File: src/hw/rtl/hrb_pkg.sv
`timescale 1ns / 1ps
`default_nettype none
// ----------------------------------------------------------------------------
// hrb_pkg
// Shared types, codes and sizes of the hit region binner.
// ----------------------------------------------------------------------------
package hrb_pkg;

  localparam int HIT_CAPACITY = 256;
  localparam int ADDR_W       = $clog2(HIT_CAPACITY);
  localparam int CNT_W        = ADDR_W + 1;
  localparam int X_BINS       = 4;
  localparam int Y_BANDS      = 4;
  localparam int REGIONS      = X_BINS * Y_BANDS;
  localparam int SLOTS        = REGIONS + 1;
  localparam int REG_W        = 4;
  localparam int BIN_W        = 2;
  localparam int NB_W         = 3;
  localparam int HIT_W        = 60;
  localparam int KEY_W        = REG_W + 16;
  localparam int WORK_W       = KEY_W + HIT_W;
  localparam int TUPLE_W      = KEY_W + ADDR_W;
  localparam int CFG_IDX_W    = 3;
  localparam int CFG_DATA_W   = 16;

  // command codes of the input word
  localparam logic [2:0] CMD_CLEAR   = 3'd0;
  localparam logic [2:0] CMD_LOAD    = 3'd1;
  localparam logic [2:0] CMD_BUILD   = 3'd2;
  localparam logic [2:0] CMD_QREGION = 3'd3;
  localparam logic [2:0] CMD_QMIN    = 3'd4;
  localparam logic [2:0] CMD_QWIN    = 3'd5;
  localparam logic [2:0] CMD_READ    = 3'd6;

  // status codes of the result word
  localparam logic [2:0] ST_OK        = 3'd0;
  localparam logic [2:0] ST_FULL      = 3'd1;
  localparam logic [2:0] ST_NOT_BUILT = 3'd2;
  localparam logic [2:0] ST_BAD       = 3'd3;
  localparam logic [2:0] ST_DROPPED   = 3'd4;

  // configuration register indexes
  localparam logic [2:0] CFG_UB0    = 3'd0;
  localparam logic [2:0] CFG_UB1    = 3'd1;
  localparam logic [2:0] CFG_UB2    = 3'd2;
  localparam logic [2:0] CFG_UB3    = 3'd3;
  localparam logic [2:0] CFG_NBINS  = 3'd4;
  localparam logic [2:0] CFG_YBASE  = 3'd5;
  localparam logic [2:0] CFG_YSTEP  = 3'd6;

  typedef enum logic [2:0] {
    OP_CLEAR, OP_LOAD, OP_BUILD, OP_QREGION, OP_QMIN, OP_QWIN, OP_READ, OP_NOP
  } op_t;

  typedef struct packed {
    logic [15:0] x;
    logic [11:0] dx;
    logic [15:0] y;
    logic [15:0] tag;
  } hit_t;

  typedef struct packed {
    op_t         op;
    hit_t        hit;
    logic [3:0]  region;
    logic [15:0] x_min;
    logic [15:0] x_max;
    logic [7:0]  read_index;
  } item_t;

  typedef struct packed {
    logic [2:0]       status;
    logic [CNT_W-1:0] first_index;
    logic [CNT_W-1:0] end_index;
    hit_t             hit;
    logic [CNT_W-1:0] hit_count;
    logic [CNT_W-1:0] dropped_count;
  } result_t;

  typedef enum logic [4:0] {
    S_IDLE, S_READ, S_QA, S_QB, S_MIN_RD, S_MIN_CHK, S_MAX_RD, S_MAX_CHK,
    S_CL_RD, S_CL_CHK, S_SEL_INIT, S_SEL_RD, S_SEL_CHK, S_DONE
  } bst_t;

endpackage
`default_nettype wire

File: src/hw/rtl/hrb_queue.sv
`timescale 1ns / 1ps
`default_nettype none
// ----------------------------------------------------------------------------
// hrb_queue
// Two-entry queue of decoded words between front and back.
// ----------------------------------------------------------------------------
module hrb_queue (
  input  wire logic           clk,
  input  wire logic           rst_n,
  input  wire logic           push_valid,
  input  hrb_pkg::item_t      push_item,
  output logic                push_ready,
  output logic                pop_valid,
  output hrb_pkg::item_t      pop_item,
  input  wire logic           pop
);

  hrb_pkg::item_t mem_r [2];
  logic           wp_r, wp_nxt, rp_r, rp_nxt;
  logic [1:0]     cnt_r, cnt_nxt;
  logic           do_push, do_pop;

  assign push_ready = (cnt_r != 2'd2);
  assign pop_valid  = (cnt_r != 2'd0);
  assign pop_item   = mem_r[rp_r];
  assign do_push    = push_valid && push_ready;
  assign do_pop     = pop && pop_valid;

  // advance pointers and fill level
  always_comb begin
    wp_nxt  = wp_r ^ do_push;
    rp_nxt  = rp_r ^ do_pop;
    cnt_nxt = cnt_r + 2'(do_push) - 2'(do_pop);
  end

  always_ff @(posedge clk) begin
    if (!rst_n) begin
      wp_r  <= 1'b0;
      rp_r  <= 1'b0;
      cnt_r <= 2'd0;
    end else begin
      wp_r  <= wp_nxt;
      rp_r  <= rp_nxt;
      cnt_r <= cnt_nxt;
    end
  end

  // hold the payload
  always_ff @(posedge clk) begin
    if (do_push) begin
      mem_r[wp_r] <= push_item;
    end
  end

endmodule
`default_nettype wire

File: config.mk
export PLATFORM = sky130hd
export DESIGN_NAME = hrb_queue
export DESIGN_NICKNAME = d
export VERILOG_FILES = /design/src/hw/rtl/hrb_pkg.sv /design/src/hw/rtl/hrb_queue.sv
export SDC_FILE = /design/constraint.sdc
export NUM_CORES = 1
export LEC_CHECK = 0
export BUFFER_PORTS_ARGS = -buffer_cell sky130_fd_sc_hd__buf_2
export CORE_MARGIN = 2
export CORE_UTILIZATION = 47
export DETAILED_ROUTE_END_ITERATION = 8
export HOLD_SLACK_MARGIN = 0.1
export PLACE_DENSITY = 0.76
export SLEW_MARGIN = 5
export SYNTH_ARGS = -nofsm -noshare
export SYNTH_HDL_FRONTEND = slang
export SYNTH_SLANG_ARGS = --single-unit
File: constraint.sdc
create_clock -name clk -period 3.8 [get_ports clk]
set_input_delay 0.76 -clock clk [delete_from_list [all_inputs] [get_ports clk]]
set_output_delay 0.76 -clock clk [all_outputs]
set_load 0.005 [all_outputs]
==> qor.csv, run 1 <==
metric;value;unit
area_growth;25.5;%
arrival;2070;ps
core_area;0.0167;mm²
fmax;0.353;GHz
die_w;135;µm
fin_tns_setup;0;ps
vias;4117;
fillers;1225;
final.min_clock_period;2830;ps
synth_area_leaders;edfxtp_1 79%, mux2_2 11%, mux2_4 5.6%;
syn-num-nets;475;
finalHoldViolations;0;
syn-instance-count;362;
route.detailed.drc;0;
yosys.area.top_type;edfxtp_1;
path_clk_slew;60;ps
drive_gt1_share;59.5;%
wl;14600;µm
hold_ws;458;ps
cts_sinks;219;
power_density;630;mW/mm²
slew_violations;0;
numCtsBuffers;22;
clockBufferDepth;3;
min-delay-start;push_item[61];
placedCellCount;794;
cts_resized;0;
leakage;3.84;nW
syn_area_per_cell;22.4;µm²
routedWlPerCell;17.6;µm
place.gp.congestion;0.749;
grt_pass1_wl;22400;µm
grt_max_degree;64;
synth-seq-cells;219;
viasPerCell;4.95;
first_iter_violations;235;
antenna_found_initial;0;
synth-edff-count;214;
nNetsFinal;711;
async_flop_share;0;%
worst_ep_required_time;3040;ps
start_util;48.5;%
peakVddDrop;403;µV
max-slew-margin-rel;56.6;%
yosysWarnings;0;
reg2reg_from;cnt_r[0]$_SDFF_PN0_;
hp-class;in -> reg;
antenna_cells;0;
rsz0062_at_grt;false;
synth.cell_area;0.00810;mm²
yosysMostFrequentCell;edfxtp_1;
drv_cap;0;
cts_tree;yes;
row_count;47;
dp_hpwl;9710;µm
htreeDepth;1;
first_pass_iters;4;
die_area;0.0183;mm²
overflow;0;
post-cts-setup-buffers;0;
worstSetupStartpointType;flip-flop;
portBuffers;219;
grt_use_total;15.7;%
min_period_over_period;74.6;%
seq_area_frac_synth;80.6;%
ant_nets;0;
yosys-top-cells-count;214 x edfxtp_1, 77 x mux2_2, 30 x mux2_4, 7 x buf_2;
worstPathMaxFanout;31;
clkLatencyLatePin;490;ps
synthFlopType;edfxtp_1;
die_y;135;µm
setup_viol;0;
stdcell_count;832;
synth_cell_types;22;
tightest_slew;651;ps
io_pins;220;
crit_type;reg -> out;
root_buffer;clkbuf_16;
clock_skew;11.0;ps
endpoint_kind;primary output;
status;finished clean;
cts_hold_repair.buffers;0;
grt_pass1_vias;4417;
synth_top_area_share;79.4;%
-- layout by cell type, fill, tap and decap left out, types with 2 or more instances in the layout --
cell type  instances
o21ai_0            2
nand2b_1           2
buf_2            219
nor2b_1            2
mux2_4            30
buf_4              2
clkbuf_16         23
buf_12             3
clkbuf_1           9
clkinv_2           3
edfxtp_1         214
and2_1             4
bufinv_16          2
dfxtp_1            4
mux2_2            77
nor2_1             2
-- per-layer routing --
metal  part of all wire, %  vias up  track usage (%)  wire (µm)
li1                      -     1904                -          -
met3                   7.7       32             4.19       1130
met4                   2.0        0             5.21        298
met2                    51      168             27.4       7470
met1                    39     2013             19.0       5740
met5                     0        -                0          0
-- cell type report --
| cell class | instances | area [µm²] | share of cell area (%) |
|---|---|---|---|
| Sequential cell | 219 | 6530 | 64.3 |
| Multi-Input combinational cell | 130 | 1490 | 14.7 |
| Timing Repair Buffer | 224 | 1170 | 11.5 |
| Clock buffer | 32 | 609 | 6.00 |
| Tap cell | 220 | 275 | 2.71 |
| Clock inverter | 6 | 78.8 | 0.776 |
| Inverter | 1 | 3.75 | 0.0369 |
-- report_power, final --
part	total, W	internal, W	switching, W	leakage (nW)
logic	0.00124	0.000669	0.000567	1.46
registers	0.00309	0.00299	0.000102	2.04
clock network	0.00207	0.00124	0.000828	0.336
total	0.00640	0.00490	0.00150	3.84
-- state kept, by name, summed over array words and instances (netlist names), named ones only --
register and cells:
cnt_r 2, wp_r 1, rp_r 1, mem_r 214
-- final timing paths --
kind / end / slack, ps / depth (start not counted)
hold reg to reg: flip-flop / 600 / 2
setup reg to reg: mem_r[0][40]$_DFFE_PP_ / 1650 / 4
setup / recovery: pop_item[0] / 970 / 3
hold / removal: mem_r[0][61]$_DFFE_PP_ / 460 / 1
-- through the flow --
stage / cell area [µm²] / setup slack [ps] / utilization, % / total power [W]
final: 10200 / 966 / 60.8 / 0.00640
after global routing: 10200 / 840 / 60.8 / 0.00668
after CTS: 10200 / 920 / 60.8 / 0.00648
after detailed placement: 9470 / 1400 / 56.7 / 0.00440
after global placement: 9470 / 1450 / 56.7 / 0.00436
after floorplan: 8100 / 51.0 / - / 0.00389
-- kinds of logic after synthesis --
kind of cell               count (synthesis)  synth area share [%]
buffers and inverters                     13                  1.17
and+or+nand+nor                           14                 0.973
AOI/OAI and AO/OA                          5                 0.448
adders and majority gates                  2                 0.309
muxes                                    108                  16.4
DFF                                      219                  80.6
xor gates and xnor gates                   1                 0.108
-- worst max-delay path, stage by stage (launching register included) --
cell	delay, ps
dfxtp_4	560
buf_4	470
mux2_2	400
buf_2	130
(Power assumes the default switching activity.)
==> inputs of run 2 (changes only) <==
==> constraint.sdc (replaced) <==
create_clock -name clk -period 2.41 [get_ports clk]
set_input_delay 0.482 -clock clk [delete_from_list [all_inputs] [get_ports clk]]
set_output_delay 0.482 -clock clk [all_outputs]
set_load 0.005 [all_outputs]
==> run 2 against run 1 <==
  * Worst setup slack lost 800 ps
  * Worst hold slack lost 290 ps
  * First-iteration DRC count shrank 12%
  * Largest power group unchanged
  * Via count grew 0.51%
  * Largest cell class unchanged
  * Total power grew 57%
  * Register-to-register slack lost 960 ps
  * Global-route usage shrank 0.17 points
  * Sequential share of layout area shrank 0.41 points
  * Highest routed layer unchanged
==> qor.csv, run 2 (synthesis gave the netlist of run 1 again) <==
metric;value;unit;change
largest_reg_flops;214;;unchanged
setup_viol;0;;unchanged
multi_input_area;0.00149;mm²;unchanged
tightest_slew;645;ps;was 651 ps
crit_family;flip-flops;;was buffers and inverters
cts_hold_repair.buffers;0;;unchanged
final_cell_mix;219 x buf_2, 214 x edfxtp_1, 77 x mux2_2;;unchanged
reg_top3;mem_r x214, cnt_r x2;;unchanged
antenna_found_initial;3;;was 0
clock_skew;14.9;ps;was 11.0 ps
area_growth;26.3;%;was 25.5%
final-seq-area;0.00653;mm²;unchanged
ant_nets;0;;unchanged
first_pass_iters;4;;unchanged
design_power_total;0.0101;W;was 0.00640 W
worstSetupStartpointType;flip-flop;;unchanged
endpoint_kind;primary output;;unchanged
arrival;1760;ps;was 2070 ps
min_period_over_period;93.1;%;
max-slew-margin-rel;57.0;%;was 56.6%
viasPerCell;4.92;;was 4.95
nNetsFinal;717;;was 711
finalHoldViolations;0;;unchanged
vias;4138;;was 4,117
clkLatencyLatePin;500;ps;was 490 ps
regMostFlops;mem_r;;unchanged
first_iter_violations;207;;was 235
place.gp.congestion;0.706;;was 0.749
slew_violations;0;;unchanged
cp_slowest_stage_delay;490;ps;was 560 ps
grt_pass1_vias;4298;;was 4,417
numCtsBuffers;23;;was 22
cts_sinks;219;;unchanged
die_w;135;µm;unchanged
routedWlPerCell;17.5;µm;was 17.6 µm
cp.buffers_inverters;2;;unchanged
cp_cell_sequence;buf_12, mux2_2, buf_2;;was buf_4, mux2_2, buf_2
die_area;0.0183;mm²;unchanged
htreeDepth;1;;unchanged
final.min_clock_period;2240;ps;
fillers;1233;;was 1,225
peakVddDrop;669;µV;was 403 µV
path_clk_slew;60;ps;about the same
clockBufferDepth;3;;unchanged
fmax;0.446;GHz;
row_count;47;;unchanged
worst_ep_required_time;1930;ps;was 3040 ps
leakage;3.88;nW;was 3.84 nW
start_util;48.5;%;unchanged
crit_type;reg -> out;;unchanged
overflow;0;;unchanged
hp-class;in -> reg;;unchanged
core_area;0.0167;mm²;unchanged
route.detailed.drc;0;;unchanged
layout_commonest_cell;buf_2;;unchanged
power_density;983;mW/mm²;was 630 mW/mm²
die_y;135;µm;unchanged
grt_use_total;15.5;%;was 15.7%
worstPathMaxFanout;34;;was 31
drv_cap;0;;unchanged
wl;14800;µm;was 14,600 µm
root_buffer;clkbuf_16;;unchanged
rsz0062_at_grt;false;;unchanged
grt_pass1_wl;22000;µm;was 22,400 µm
io_pins;220;;unchanged
fin_tns_setup;0;ps;unchanged
status;finished clean;;unchanged
grt_max_degree;108;;was 64
cts_tree;yes;;unchanged
portBuffers;219;;unchanged
dp_hpwl;9970;µm;was 9710 µm
utilization;61.2;%;was 60.8%
drive_gt1_share;60.4;%;was 59.5%
crit_slowest_cell;dfxtp_4;;unchanged
## run 2: changes by cell type in the layout (fill, tap and decap cells not counted), sizes merged
cell / change
buf: +5
bufinv: -1
clkbuf: -7
clkinv: +7
diode: +3
inv: +2
## run 2: final cells by class
class | count | share of cell area, %
Sequential cell | 219 | 63.8
Multi-Input combinational cell | 130 | 14.6
Timing Repair Buffer | 229 | 12.1
Clock buffer | 25 | 5.70
Tap cell | 220 | 2.69
Clock inverter | 14 | 0.942
Antenna cell | 3 | 0.0734
Inverter | 1 | 0.0367
## run 2: through the flow
| stage | setup WS (ps) | hold WS [ps] | std cells | area, µm² |
|---|---|---|---|---|
| 2_1_floorplan | 41.1 | 552 | 362 | 8110 |
| 3_3_place_gp | 528 | 568 | 798 | 9530 |
| 3_5_place_dp | 521 | 574 | 798 | 9530 |
| 4_1_cts | 126 | 143 | 838 | 10200 |
| 5_1_grt | 83.6 | 150 | 839 | 10200 |
| 6_report | 167 | 166 | 841 | 10200 |
## run 2: timing repair
item	CTS	global route
resized for setup	0	0
setup endpoints to repair	3	0
setup buffers	1	0
## run 2: where the power goes
part	switching, W	internal [W]
combinational	0.000931	0.00111
clock	0.00131	0.00184
sequential	0.000145	0.00472
## run 2: final timing paths
path,startpoint,to,slack [ps],cells past startpoint
max,flip-flop,pop_item[11],170,3
max reg2reg,cnt_r[0]$_SDFF_PN0_,mem_r[0][89]$_DFFE_PP_,690,4
min reg2reg,wp_r$_SDFF_PN0_,wp_r$_SDFF_PN0_,590,3
min,push_item[11],mem_r[0][11]$_DFFE_PP_,170,1
## run 2: worst reg2reg max path: stages (launching register included)
cell and delay, ps:
dfxtp_1 440, nand2b_1 170, and2_1 170, ha_4 280
buf_12 310
## run 2: per-layer routing
layer | track usage (%) | wire [µm]
met1 | 18.9 | 5790
met2 | 26.4 | 7230
met3 | 4.79 | 1350
met4 | 5.50 | 386
met5 | 0 | 0
==> inputs of run 3 (changes only) <==
--- a/config.mk
+++ b/config.mk
@@ -8,6 +8,7 @@
 export BUFFER_PORTS_ARGS = -buffer_cell sky130_fd_sc_hd__buf_2
 export CORE_MARGIN = 2
 export CORE_UTILIZATION = 47
+export CTS_BUF_LIST = sky130_fd_sc_hd__clkbuf_16
 export DETAILED_ROUTE_END_ITERATION = 8
 export HOLD_SLACK_MARGIN = 0.1
 export PLACE_DENSITY = 0.76
==> run 3 against run 2 <==
  * Clock-buffer cell count shrank 2
  * Cell area unchanged
  * Sequential power barely moved
  * Total power is essentially flat
  * Via count barely moved
  * Worst hold slack hardly changed
  * Register-to-register slack hardly changed
  * First-iteration DRC count grew 0.48%
  * Clock power is essentially flat
  * Sequential share of layout area stayed put
==> qor.csv, run 3 (synthesis gave the netlist of run 1 again) <==
metric;value;unit;change
status;finished clean;;unchanged
htreeDepth;1;;unchanged
dp_hpwl;9970;µm;unchanged
peakVddDrop;669;µV;about the same
power_density;982;mW/mm²;was 983 mW/mm²
die_area;0.0183;mm²;unchanged
drive_gt1_share;60.4;%;unchanged
clock_skew;14.7;ps;was 14.9 ps
first_pass_iters;4;;unchanged
worstSetupStartpointType;flip-flop;;unchanged
overflow;0;;unchanged
worst_ep_required_time;1930;ps;about the same
area_growth;26.3;%;unchanged
cts_sinks;219;;unchanged
setup_viol;0;;unchanged
grt_pass1_wl;22000;µm;about the same
wl;14800;µm;about the same
core_area;0.0167;mm²;unchanged
die_y;135;µm;unchanged
layout_commonest_cell;buf_2;;unchanged
slew_violations;0;;unchanged
crit_type;reg -> out;;unchanged
rsz0062_at_grt;false;;unchanged
vias;4141;;was 4,138
viasPerCell;4.92;;about the same
grt_pass1_vias;4301;;was 4,298
regMostFlops;mem_r;;unchanged
first_iter_violations;208;;was 207
cts_tree;yes;;unchanged
ant_nets;0;;unchanged
routedWlPerCell;17.6;µm;was 17.5 µm
hold_end;mem_r[0][11]$_DFFE_PP_;;unchanged
largest_reg_flops;214;;unchanged
stdcell_count;841;;unchanged
max-slew-margin-rel;56.6;%;was 57.0%
fmax;0.446;GHz;about the same
finalHoldViolations;0;;unchanged
fin_tns_setup;0;ps;unchanged
row_count;47;;unchanged
worstPathMaxFanout;34;;unchanged
path_clk_slew;60;ps;about the same
start_util;48.5;%;unchanged
holdPathStages;1;;unchanged
drv_cap;0;;unchanged
leakage;3.89;nW;was 3.88 nW
r2r_end;mem_r[1][12]$_DFFE_PP_;;was mem_r[0][89]$_DFFE_PP_
tightest_slew;652;ps;was 645 ps
final.min_clock_period;2240;ps;about the same
reg2reg_slack;690;ps;about the same
die_w;135;µm;unchanged
clkLatencyLatePin;500;ps;about the same
rr_worst_depth;3;;was 4
final_cell_mix;219 x buf_2, 214 x edfxtp_1, 77 x mux2_2;;unchanged
reg2reg_from;cnt_r[0]$_SDFF_PN0_;;unchanged
min_period_over_period;93.1;%;about the same
endpoint_kind;primary output;;unchanged
grt_max_degree;108;;unchanged
io_pins;220;;unchanged
numCtsBuffers;23;;unchanged
arrival;1760;ps;about the same
root_buffer;clkbuf_16;;unchanged
hp-class;in -> reg;;unchanged
clockBufferDepth;3;;unchanged
reg_top3;mem_r x214, cnt_r x2;;unchanged
placedCellCount;798;;unchanged
portBuffers;219;;unchanged
nNetsFinal;717;;unchanged
place.gp.congestion;0.706;;unchanged
cts_hold_repair.buffers;0;;unchanged
min-delay-start;push_item[11];;unchanged
antenna_found_initial;3;;unchanged
grt_use_total;15.5;%;unchanged
route.detailed.drc;0;;unchanged
utilization;61.2;%;unchanged
==> run 3: cell count changes in the layout (fill, tap and decap cells not counted) <==
| cell | delta |
|---|---|
| clkbuf_1 | -2 |
| inv_1 | +2 |
==> run 3: worst max-delay path by stage <==
stage,start,end,slack [ps],depth (start not counted)
after floorplan,cnt_r[0]$_SDFF_PN0_,mem_r[1][0]$_DFFE_PP_,40,2
after global placement,flip-flop,pop_item[8],530,3
after detailed placement,flip-flop,pop_item[8],520,3
after CTS,flip-flop,pop_item[8],130,3
after global routing,flip-flop,pop_item[11],80,3
final,flip-flop,pop_item[11],170,3
==> run 3: report_power, final <==
part	switching [W]	total, W	internal, W
clock	0.00131	0.00314	0.00184
combinational	0.000931	0.00204	0.00111
sequential	0.000145	0.00486	0.00472
total	0.00238	0.0100	0.00766
==> run 3: repair_timing <==
item,4_1_cts,5_1_grt
setup buffers,1,0
endpoints found under the hold margin,0,0
setup endpoints to repair,3,0
resized for setup,0,0
==> run 3: final cells by class <==
| class | instances | area (µm²) |
|---|---|---|
| fillers | 1233 | 6470 |
| inverters | 1 | 3.75 |
| repair buffers | 229 | 1240 |
| multi-input cells | 130 | 1490 |
| clock inverters | 16 | 104 |
| clock buffers | 23 | 576 |
| diodes | 3 | 7.51 |
| flip-flops and latches | 219 | 6530 |
| well taps | 220 | 275 |
==> run 3: worst max-delay path: stages (launching register included) <==
cell and delay (ps):
dfxtp_4 490, buf_12 250, mux2_2 380, buf_2 130
==> run 3: layer usage <==
layer  track usage [%]  up-vias  share of wire, %
met2              26.4      197                49
met1              18.9     1986                39
met5                 0        -                 0
met3              4.79       31               9.4
met4              5.50        0               2.6
li1                  -     1927                 -
==> run 3: through the flow <==
step / cell area (µm²) / setup WS [ps] / hold slack (ps) / total power (W)
CTS: 10200 / 126 / 143 / 0.0102
global route: 10200 / 83.6 / 150 / 0.0105
floorplan: 8110 / 41.1 / 552 / 0.00613
global placement: 9530 / 528 / 568 / 0.00693
finish: 10200 / 167 / 166 / 0.0100
detailed placement: 9530 / 521 / 574 / 0.00701
